### src/rtl/rdfc_pkg.sv
// ----------------------------------------------------------------------------
// rdfc_pkg
// SP-box tables, key schedules and the block function of the chained
// four-round Feistel cipher.
// ----------------------------------------------------------------------------
`default_nettype none

package rdfc_pkg;

  typedef logic [31:0] box_t [64];
  typedef logic [31:0] sched_t [8];

  localparam logic [5:0] SIX_BITS = 6'h3F;

  localparam box_t BOX1 = '{
    32'h01010400, 32'h00000000, 32'h00010000, 32'h01010404, 32'h01010004, 32'h00010404,
    32'h00000004, 32'h00010000, 32'h00000400, 32'h01010400, 32'h01010404, 32'h00000400,
    32'h01000404, 32'h01010004, 32'h01000000, 32'h00000004, 32'h00000404, 32'h01000400,
    32'h01000400, 32'h00010400, 32'h00010400, 32'h01010000, 32'h01010000, 32'h01000404,
    32'h00010004, 32'h01000004, 32'h01000004, 32'h00010004, 32'h00000000, 32'h00000404,
    32'h00010404, 32'h10000000, 32'h00010000, 32'h01010404, 32'h00000004, 32'h01010000,
    32'h01010400, 32'h01000000, 32'h01000000, 32'h00000400, 32'h01010004, 32'h00010000,
    32'h00010400, 32'h01000004, 32'h00000400, 32'h00000004, 32'h01000404, 32'h00010404,
    32'h01010404, 32'h00010004, 32'h01010000, 32'h01000404, 32'h01000004, 32'h00000404,
    32'h00010404, 32'h01010400, 32'h00000404, 32'h01000400, 32'h01000400, 32'h00000000,
    32'h00010004, 32'h00010400, 32'h00000000, 32'h01010004};

  localparam box_t BOX2 = '{
    32'h80108020, 32'h80008000, 32'h00008000, 32'h00108020, 32'h00100000, 32'h00000020,
    32'h80100020, 32'h80008020, 32'h80000020, 32'h80108020, 32'h80108000, 32'h80000000,
    32'h80008000, 32'h00100000, 32'h00000020, 32'h80100020, 32'h00108000, 32'h00100020,
    32'h80008020, 32'h00000001, 32'h80000000, 32'h00080000, 32'h00108020, 32'h80100000,
    32'h00100020, 32'h80000020, 32'h00000000, 32'h00108000, 32'h00008020, 32'h80108000,
    32'h80100000, 32'h00008020, 32'h00000000, 32'h00108020, 32'h80100020, 32'h00100000,
    32'h80008020, 32'h80100000, 32'h80108000, 32'h00008000, 32'h80100000, 32'h80008000,
    32'h00000020, 32'h80108020, 32'h00108020, 32'h00000020, 32'h00008000, 32'h80000000,
    32'h00008020, 32'h80108000, 32'h00100000, 32'h80000020, 32'h00100020, 32'h80008020,
    32'h80000020, 32'h00100020, 32'h00108000, 32'h00000000, 32'h80008000, 32'h00008020,
    32'h80000000, 32'h80100020, 32'h80108020, 32'h00108000};

  localparam box_t BOX3 = '{
    32'h00000208, 32'h08020200, 32'h00000000, 32'h08020008, 32'h08000200, 32'h00000000,
    32'h00020208, 32'h08000200, 32'h00020008, 32'h08000008, 32'h08000008, 32'h00020000,
    32'h08020208, 32'h00020008, 32'h08020000, 32'h00000208, 32'h08000000, 32'h00000008,
    32'h08022000, 32'h00000200, 32'h00020200, 32'h08020000, 32'h08020008, 32'h00020208,
    32'h08000208, 32'h00020200, 32'h00020000, 32'h08000208, 32'h00000008, 32'h80020208,
    32'h00000200, 32'h08000000, 32'h08020200, 32'h08000000, 32'h00020008, 32'h00000208,
    32'h00020000, 32'h08020200, 32'h08000200, 32'h00000000, 32'h00000200, 32'h00020008,
    32'h08020208, 32'h08000200, 32'h08000008, 32'h00000200, 32'h00000000, 32'h08020008,
    32'h08000208, 32'h00020000, 32'h08000000, 32'h08020208, 32'h00000008, 32'h00020208,
    32'h00020200, 32'h08000008, 32'h08020000, 32'h08000208, 32'h00000208, 32'h08020000,
    32'h00020208, 32'h00000008, 32'h08020008, 32'h00020200};

  localparam box_t BOX4 = '{
    32'h00802001, 32'h00002081, 32'h00002081, 32'h00000080, 32'h00802080, 32'h00800081,
    32'h00800001, 32'h00002001, 32'h00000000, 32'h00802000, 32'h00802000, 32'h00802081,
    32'h00000081, 32'h00000000, 32'h00800080, 32'h00800001, 32'h00000001, 32'h00002000,
    32'h00800000, 32'h00802001, 32'h00000080, 32'h00800000, 32'h00002001, 32'h00002080,
    32'h00800081, 32'h00000001, 32'h00002080, 32'h00800080, 32'h00002000, 32'h00802080,
    32'h00802081, 32'h00000081, 32'h00800080, 32'h00800001, 32'h00802000, 32'h00802081,
    32'h00000081, 32'h00000000, 32'h00000000, 32'h00802000, 32'h00002080, 32'h00800080,
    32'h00800081, 32'h00000001, 32'h00802001, 32'h00002081, 32'h00002081, 32'h00000080,
    32'h00802081, 32'h00000081, 32'h00000001, 32'h00002001, 32'h00800001, 32'h00002001,
    32'h00802080, 32'h00800081, 32'h00002001, 32'h00002080, 32'h00800000, 32'h00802001,
    32'h00000080, 32'h00800000, 32'h00002000, 32'h00802080};

  localparam box_t BOX5 = '{
    32'h00000100, 32'h02080100, 32'h02080000, 32'h42000100, 32'h00080000, 32'h00000100,
    32'h40000000, 32'h02080000, 32'h40080100, 32'h00080000, 32'h02000100, 32'h40080100,
    32'h42000100, 32'h42080000, 32'h00080100, 32'h40000000, 32'h02000000, 32'h40080000,
    32'h40080000, 32'h00000000, 32'h40000100, 32'h42080100, 32'h42080100, 32'h02000100,
    32'h42080000, 32'h40000100, 32'h00000000, 32'h42000000, 32'h02080100, 32'h02000000,
    32'h42000000, 32'h00080100, 32'h00080000, 32'h42000100, 32'h00001000, 32'h02000000,
    32'h40000000, 32'h02080000, 32'h42000100, 32'h40080100, 32'h02000100, 32'h40000000,
    32'h42080000, 32'h02080100, 32'h40080100, 32'h00000100, 32'h02000000, 32'h42080000,
    32'h42080100, 32'h00080100, 32'h42000000, 32'h42080100, 32'h02080000, 32'h00000000,
    32'h40080000, 32'h42000000, 32'h00080100, 32'h02000100, 32'h40000100, 32'h00080000,
    32'h00000000, 32'h40080000, 32'h02080100, 32'h40000100};

  localparam box_t BOX6 = '{
    32'h20000010, 32'h20400000, 32'h00004000, 32'h20404010, 32'h20400000, 32'h00000010,
    32'h20404010, 32'h00400000, 32'h20004000, 32'h00404010, 32'h00400000, 32'h20000010,
    32'h00400010, 32'h20004000, 32'h20000000, 32'h00004010, 32'h00000000, 32'h00400010,
    32'h20004010, 32'h00004000, 32'h00404000, 32'h20004010, 32'h00000010, 32'h20400010,
    32'h20400010, 32'h00000000, 32'h00404010, 32'h20404000, 32'h00004010, 32'h00404000,
    32'h20404000, 32'h20000000, 32'h20004000, 32'h00000010, 32'h20400010, 32'h00404000,
    32'h20404010, 32'h00400000, 32'h00004010, 32'h20000010, 32'h00400000, 32'h20004000,
    32'h20000000, 32'h00004010, 32'h20000010, 32'h20404010, 32'h00404000, 32'h20400000,
    32'h00404010, 32'h20404000, 32'h00000000, 32'h20400010, 32'h00000010, 32'h00004000,
    32'h20400000, 32'h00404010, 32'h00004000, 32'h00400010, 32'h20004010, 32'h00000000,
    32'h20404000, 32'h20000000, 32'h00400010, 32'h20004010};

  localparam box_t BOX7 = '{
    32'h00200000, 32'h04200002, 32'h04000802, 32'h00000000, 32'h00000800, 32'h04000802,
    32'h00200802, 32'h04200800, 32'h40200802, 32'h00200000, 32'h00000000, 32'h04000002,
    32'h00000002, 32'h04000000, 32'h04200002, 32'h00000802, 32'h04000800, 32'h00200802,
    32'h00200002, 32'h04000800, 32'h04000002, 32'h04200000, 32'h04200800, 32'h00200002,
    32'h04200000, 32'h00000800, 32'h00000802, 32'h04200802, 32'h00200800, 32'h00000002,
    32'h04000000, 32'h00200800, 32'h04000000, 32'h00200800, 32'h00200000, 32'h04000802,
    32'h04000802, 32'h04200002, 32'h04200002, 32'h00000002, 32'h00200002, 32'h04000000,
    32'h04000800, 32'h00200000, 32'h04200800, 32'h00000802, 32'h00200802, 32'h04200800,
    32'h00000802, 32'h04000002, 32'h04200802, 32'h04200000, 32'h00200800, 32'h00000000,
    32'h00000002, 32'h04200802, 32'h00000000, 32'h00200802, 32'h04200000, 32'h00000800,
    32'h04000002, 32'h04000800, 32'h00000800, 32'h00200002};

  localparam box_t BOX8 = '{
    32'h10001040, 32'h00001000, 32'h00040000, 32'h10041040, 32'h10000000, 32'h10001040,
    32'h00000040, 32'h10000000, 32'h00040040, 32'h10040000, 32'h10041040, 32'h00041000,
    32'h10041000, 32'h00041040, 32'h00001000, 32'h00000040, 32'h10040000, 32'h10000040,
    32'h10001000, 32'h00001040, 32'h00041000, 32'h00040040, 32'h10040040, 32'h10041000,
    32'h00001040, 32'h00000000, 32'h00000000, 32'h10040040, 32'h10000040, 32'h10001000,
    32'h00041040, 32'h00040000, 32'h00041040, 32'h00040000, 32'h10041000, 32'h00001000,
    32'h00000040, 32'h10040040, 32'h00001000, 32'h00041040, 32'h10001000, 32'h00000040,
    32'h10000040, 32'h10040000, 32'h10040040, 32'h10000000, 32'h00040000, 32'h10001040,
    32'h00000000, 32'h10041040, 32'h00040040, 32'h10000040, 32'h10040000, 32'h10001000,
    32'h10001040, 32'h00000000, 32'h10041040, 32'h00041000, 32'h00041000, 32'h00001040,
    32'h00001040, 32'h00040040, 32'h10000000, 32'h10041000};

  localparam sched_t SCHED_ENC = '{
    32'h64616420, 32'h003F7964, 32'h276F6877, 32'h6F792073,
    32'h64616420, 32'h003F7964, 32'h276F6877, 32'h6F792073};

  localparam sched_t SCHED_DEC = '{
    32'h276F6877, 32'h6F792073, 32'h64616420, 32'h003F7964,
    32'h276F6877, 32'h6F792073, 32'h64616420, 32'h003F7964};

  function automatic logic [31:0] half_round(logic [31:0] r, logic [31:0] k0,
                                             logic [31:0] k1);
    logic [31:0] a;
    logic [31:0] b;
    a = {r[3:0], r[31:4]} ^ k0;
    b = r ^ k1;
    return BOX7[a[5:0] & SIX_BITS] | BOX5[a[13:8] & SIX_BITS] |
           BOX3[a[21:16] & SIX_BITS] | BOX1[a[29:24] & SIX_BITS] |
           BOX8[b[5:0] & SIX_BITS] | BOX6[b[13:8] & SIX_BITS] |
           BOX4[b[21:16] & SIX_BITS] | BOX2[b[29:24] & SIX_BITS];
  endfunction

  function automatic logic [63:0] crypt_block(logic [63:0] x, logic dec);
    logic [31:0] lo;
    logic [31:0] hi;
    sched_t ks;
    lo = x[31:0];
    hi = x[63:32];
    ks = dec ? SCHED_DEC : SCHED_ENC;
    for (int i = 0; i < 2; i++) begin
      lo = lo ^ half_round(hi, ks[4*i], ks[4*i+1]);
      hi = hi ^ half_round(lo, ks[4*i+2], ks[4*i+3]);
    end
    return {lo, hi};
  endfunction

endpackage

`default_nettype wire

### src/rtl/reduced_des_feistel_chained_cipher.sv
// ----------------------------------------------------------------------------
// reduced_des_feistel_chained_cipher
// Chained four-round Feistel block cipher with fixed keys and a four-entry
// result queue.
// ----------------------------------------------------------------------------
// Channel  Direction  tdata         tuser                      tlast
// s_*      in         block_data    first_item, direction      final_item
// m_*      out        result_block  -                          result_last
//
// Each item is ciphered in the cycle it is accepted and its zero to two
// results are written to a four-entry queue; the queue read side drives m_*.
// One item per cycle is taken while the queue holds at most two entries.
// A result is written to the queue at the edge that accepts its item and reaches m_* once earlier entries are taken.
// Reset clears the chain and the pending flag and empties the queue.
// ----------------------------------------------------------------------------
`default_nettype none

module reduced_des_feistel_chained_cipher (
  input  wire logic        clk,
  input  wire logic        rst,
  input  wire logic        s_tvalid,
  output logic             s_tready,
  input  wire logic [63:0] s_tdata,   // block_data
  input  wire logic [1:0]  s_tuser,   // first_item, direction
  input  wire logic        s_tlast,   // final_item
  output logic             m_tvalid,
  input  wire logic        m_tready,
  output logic [63:0]      m_tdata,   // result_block
  output logic             m_tlast    // result_last
);

  logic [63:0] chain_block;
  logic [63:0] chain_block_next;
  logic        pending;
  logic        pending_next;
  logic [64:0] queue [4];
  logic [1:0]  wr_ptr;
  logic [1:0]  rd_ptr;
  logic [2:0]  count;
  logic [2:0]  count_next;

  logic        accept;
  logic        pop;
  logic [63:0] chain_eff;
  logic        pend_eff;
  logic [63:0] crypt_in;
  logic [63:0] crypt_out;
  logic [1:0]  num;
  logic [64:0] res0;
  logic [64:0] res1;

  assign s_tready = (count <= 3'd2);
  assign accept   = s_tvalid && s_tready;
  assign m_tvalid = (count != 3'd0);
  assign pop      = m_tvalid && m_tready;
  assign m_tdata  = queue[rd_ptr][63:0];
  assign m_tlast  = queue[rd_ptr][64];

  assign chain_eff = s_tuser[1] ? 64'd0 : chain_block;
  assign pend_eff  = s_tuser[1] ? 1'b0 : pending;
  assign crypt_in  = s_tuser[0] ? s_tdata : (s_tdata ^ chain_eff);
  assign crypt_out = rdfc_pkg::crypt_block(crypt_in, s_tuser[0]);

  always_comb begin
    res0 = {1'b1, crypt_out};
    res1 = {1'b1, crypt_out};
    num  = 2'd1;
    chain_block_next = crypt_out;
    pending_next = 1'b0;
    if (s_tuser[0]) begin
      pending_next = !s_tlast;
      if (pend_eff) begin
        res0 = {!s_tlast, chain_eff ^ s_tdata};
        num  = s_tlast ? 2'd2 : 2'd1;
      end else begin
        num = s_tlast ? 2'd1 : 2'd0;
      end
    end
    count_next = count - {2'd0, pop};
    if (accept) begin
      count_next = count_next + {1'b0, num};
    end
  end

  always_ff @(posedge clk) begin
    if (rst) begin
      chain_block <= '0;
      pending     <= 1'b0;
      wr_ptr      <= '0;
      rd_ptr      <= '0;
      count       <= '0;
    end else begin
      count <= count_next;
      if (pop) begin
        rd_ptr <= rd_ptr + 2'd1;
      end
      if (accept) begin
        chain_block <= chain_block_next;
        pending     <= pending_next;
        wr_ptr      <= wr_ptr + num;
      end
    end
  end

  always_ff @(posedge clk) begin
    if (accept && num != 2'd0) begin
      queue[wr_ptr] <= res0;
    end
    if (accept && num == 2'd2) begin
      queue[wr_ptr + 2'd1] <= res1;
    end
  end

endmodule

`default_nettype wire
### config.mk
export PLATFORM = sky130hd
export DESIGN_NAME = reduced_des_feistel_chained_cipher
export DESIGN_NICKNAME = d
export VERILOG_FILES = /design/src/rtl/rdfc_pkg.sv /design/src/rtl/reduced_des_feistel_chained_cipher.sv
export SDC_FILE = /design/constraint.sdc
export NUM_CORES = 2
export LEC_CHECK = 0
export BUFFER_PORTS_ARGS = -buffer_cell sky130_fd_sc_hd__buf_2
export CAP_MARGIN = 20
export CORE_MARGIN = 10
export CORE_UTILIZATION = 40
export DETAILED_ROUTE_END_ITERATION = 7
export SYNTH_ARGS = -nofsm -noshare
export SYNTH_HDL_FRONTEND = slang
export SYNTH_SLANG_ARGS = --single-unit
### constraint.sdc
create_clock -name clk -period 33.6 [get_ports clk]
set_input_delay 6.72 -clock clk [delete_from_list [all_inputs] [get_ports clk]]
set_output_delay 6.72 -clock clk [all_outputs]
set_load 0.01 [all_outputs]
# After elaboration in Yosys (flattened, before gate mapping)
# Memories as Yosys holds them, arrays and structs flattened. A register that Yosys moved wholly into a read port is not among the register bits.
# Index checks and enable logic that the tools add are counted.
# W data, S select, Z words.
# totals
mem_bits_rw	260
memories	33
mem_bits_ro	65536
output_inout_bits	67
reg_bits	72
elab_cells	239
in_bits	71
# classes
eq_ne	1
bitwise_logic	73
mux	82
n_addsub	5
reduce_logical	7
magnitude_cmp	33
# memory_table
memory	depth	width	rd	rd_ports_with_merged_regs	wr	line	source
(name not given)	64	32	1	0	0	rdfc_pkg.sv:136	BOX4[b[21:16] & SIX_BITS] | BOX2[b[29:24] & SIX_BITS];
(name not given)	64	32	1	0	0	rdfc_pkg.sv:136	
(name not given)	64	32	1	0	0	rdfc_pkg.sv:135	BOX8[b[5:0] & SIX_BITS] | BOX6[b[13:8] & SIX_BITS] |
(name not given)	64	32	1	0	0	rdfc_pkg.sv:135	
(name not given)	64	32	1	0	0	rdfc_pkg.sv:134	BOX3[a[21:16] & SIX_BITS] | BOX1[a[29:24] & SIX_BITS] |
(name not given)	64	32	1	0	0	rdfc_pkg.sv:134	
27 more memories	-	-	-	-	-	-	
# op_table
op	count
$mux W32	64
$or A32 B32 Y32	28
$mux W250	1
$xor A30 B30 Y30	8
$ge A7 B7 Y1 const B	32
$not A6 Y7	32
$mux W65	2
$mux W64	2
$xor A32 B32 Y32	4
$xor A64 B64 Y64	1
$mux W2	5
$mux W1	7
$add A2 B1 Y2 const B	2
$logic_and A1 B1 Y1	4
$add A3 B2 Y3	1
$le A3 B2 Y1 const B	1
$mux W3	1
$reduce_bool A3 Y1	1
$sub A3 B1 Y3	1
$add A2 B2 Y2	1
$eq A2 B2 Y1 const B	1
$reduce_bool A2 Y1	1
$logic_not A1 Y1	1

# Longest topological paths before layout
# depth
depth_word	57
ltp_mapped	51
depth_no_buf	45

# Worst setup path after synthesis
# Ideal clock, no wire load.
# synth_timing
kind	input -> register
from	in s_tuser[0]
to	mem queue[3][16], data pin
stages	44
arrival_time_ns	16.944
setup_ns	0.271
path_slack_ns	16.385
required_ns	33.329
path_cell_list	buf_6 buf_8 buf_12 buf_8 buf_6 buf_4 o21a_1 nor2_1 ha_1 or4_1 nand2_1 a211oi_1 or4b_4 a221o_1 xnor2_1 inv_1 ha_1 inv_1 (+8 left out) ha_1 inv_1 a21oi_1 a21o_1 mux2i_1 a211oi_1 or3_1 clkbuf_1 xnor2_1 inv_1 ha_1 clkbuf_1 inv_1 mux4_2 and2_1 nor4_2 xnor2_1 o22ai_1
# synth_rtl
item	line	source
from (decl)	reduced_des_feistel_chained_cipher.sv:24	input wire logic [1:0] s_tuser,
to (decl)	reduced_des_feistel_chained_cipher.sv:36	logic [64:0] queue [4];

==> results.py <==
metrics = {
    "synth": {
        "syn_avg_cell_area_sq_um": 8.175,
        "syn-num-nets": 6223,
        "synth_seq_cells": 334,
        "synth_top_area_share_pct": 15.85,
        "syn_inst": 5934,
        "synth-edff-count": 256,
        "yosysMostFrequentCell": "nand2_1",
        "postSynth.asyncResetShare_pct": 0,
        "synthTopCellsByArea": "edfxtp_1 16%, ha_1 5.6%, xnor2_1 5.0%, mux4_2 4.2%, o22ai_1 3.8%",
        "ys_seq_area_share_pct": 19.07,
        "synth_common_cells": "457 x nand2_1, 419 x nor2_1, 305 x a21oi_1",
        "synthDistinctLibCells": 154,
        "synth_area_sq_um": 48510,
        "yosys.area.top_type": "edfxtp_1",
        "yosys_warnings": 0,
        "ys.flop_type": "edfxtp_1",
    },
    "clock_network": {
        "cts-htree-levels": 2,
        "cts_made_buffers": 35,
        "clk_latency_ns": 0.60,
        "cts_tree": "yes",
        "cts_root_buffer": "clkbuf_16",
        "post-cts-setup-buffer-count": 0,
        "clkTransAtPathRegs_ns": 0.06,
        "cts_hold_buf": 0,
        "ctsResizeCount": 0,
        "clock_path_buffers": 3,
        "clkSinkCount": 334,
    },
    "worst_setup_path": {
        "critPathLaunchType": "input port",
        "cp_slowest_stage_delay_ns": 0.88,
        "criticalPathCategory": "input port to register",
        "critPathSlowestCell": "xnor2_1",
        "cp_max_fo": 72,
        "crit_required_ns": 33.89,
        "arrival_ns": 19.83,
        "end_kind": "register",
    },
    "sta": {
        "timing.final.crit_share_pct": 58.15,
        "rsz0062_at_grt": "false",
        "clock.fmax_mhz": 51.18,
        "period_minus_slack_ns": 19.54,
        "final.setup.tns_ns": 0,
        "worstMarginPinSlew_ns": 1.290,
        "drv_slew": 0,
        "hold_viol_final": 0,
        "finClkSkew_ns": 0.03750,
        "setup_viol": 0,
        "slew-limit-headroom_pct": 13.35,
    },
    "global_route": {
        "grt_pass1_wl_um": 342700,
        "grtUsageTotal_pct": 33.60,
        "grt_max_degree": 73,
        "grt_overflow_total": 0,
        "first_global_vias": 47070,
        "antenna_found_initial": 13,
    },
    "place": {
        "place.gp.congestion": 1.052,
        "place_area_sq_um": 50180,
        "portBuffers": 137,
        "dp.cells": 7363,
        "dp_hpwl_um": 187300,
    },
    "route": {
        "drt_wl_total_um": 243000,
        "drcViolationCount": 3,
        "dr.max_layer_used": "met5",
        "drt_pre_antenna_iters": 8,
        "ant_nets": 0,
        "avgViaCountPerCell": 7.075,
        "wl_met3_um": 29330,
        "num_vias": 52710,
        "dr_wl_met2_um": 100300,
        "routedWlPerCell_um": 32.61,
        "drt_iter0_markers": 8357,
        "routedLengthMet1_um": 94820,
    },
    "floorplanning": {
        "start_util_pct": 40.38,
        "num_io_pins": 138,
        "die_y_um": 368.3,
        "die_x_um": 368.3,
        "core.rowCount": 127,
        "core_sq_um": 120100,
        "dieArea_sq_um": 135600,
    },
    "cells_and_area": {
        "stdcell_area_sq_um": 51410,
        "drive_above_1_share_pct": 14.13,
        "final_nets": 6086,
        "area_delta_synth_final_pct": 5.984,
        "final_cells": 7450,
        "postLayoutCoreUtil_pct": 42.80,
    },
    "outcome": {
        "status": "complete, but fails checks",
        "violations": "design-rule violations",
    },
    "worst_hold_path": {
        "timing.hold.worst.class": "register to register",
    },
    "flow_run": {
        "drv_cap": 0,
    },
}
[routing by layer]
metal / global-route usage [%] / up-vias
met5: 0 / -
met1: 43.61 / 25640
met2: 48.95 / 3505
li1: - / 22920
met4: 20.90 / 8
met3: 9.185 / 641
[worst paths after layout]
kind                                     start                   endpoint  slack [ns]  depth (start not counted)
setup / recovery                    s_tuser[1]     queue[1][16]$_DFFE_PP_       14.06                         39
hold / removal       queue[0][64]$_SDFFE_PP1P_  queue[0][64]$_SDFFE_PP1P_        0.48                          2
setup reg to reg  chain_block[53]$_SDFFE_PP0P_     queue[1][16]$_DFFE_PP_       20.58                         37
hold reg to reg      queue[0][64]$_SDFFE_PP1P_  queue[0][64]$_SDFFE_PP1P_        0.48                          2
[per-stage QoR]
step	setup WS, ns	hold slack (ns)
CTS	14.40	0.4804
floorplan	16.39	0.4373
detailed placement	13.83	0.4660
finish	14.06	0.4772
global placement	13.98	0.4479
global route	13.47	0.5103
[registers in the layout (all words and copies together), names as in the netlist, named ones only]
name	count
queue	260
chain_block	64
count	3
rd_ptr	2
wr_ptr	2
pending	1
[area by class of cell]
class	count	area (sq um)
Tap cell	1612	2017
Fill cell	12080	68720
Antenna cell	14	35.03
Sequential cell	334	9256
Clock inverter	12	140.1
Clock buffer	52	949.7
Timing Repair Buffer	328	2182
Inverter	187	706.9
Multi-Input combinational cell	4911	36130
[cells by family after synthesis]
logic type      synth area share [%]
compound gates                 32.19
fa+ha+maj                      5.638
mux                            7.186
buf+inv                        7.209
simple gates                   20.42
xor+xnor                       8.292
flops                          19.07
[worst max-delay path, delay by kind of cell]
kind                     cells  cell delay, ns
XOR/XNOR                     4            2.46
buffers and inverters        7            2.12
adder cells (fa/ha/maj)      4            1.77
AO/OA/AOI/OAI               12            2.37
multiplexers                 1            0.48
AND/OR/NAND/NOR             11            3.82
[cells in the final DEF (no fill, tap or decap), types with 76 or more instances in the layout]
master      n
a21oi_1   304
ha_1      217
buf_2     136
nand3_1   210
mux2i_1   106
o21ai_0   288
edfxtp_1  256
mux4_2     91
a211oi_1  147
buf_4     183
nor2_1    416
nor3_1    188
inv_1     157
dfxtp_1    76
xnor2_1   252
o22ai_1   293
nand2_1   451
o211ai_1  118
nor2b_1    77
Power is left out: the tool's default activity adds up to more than one toggle a clock period on the data nets, which glitch-free logic cannot reach.
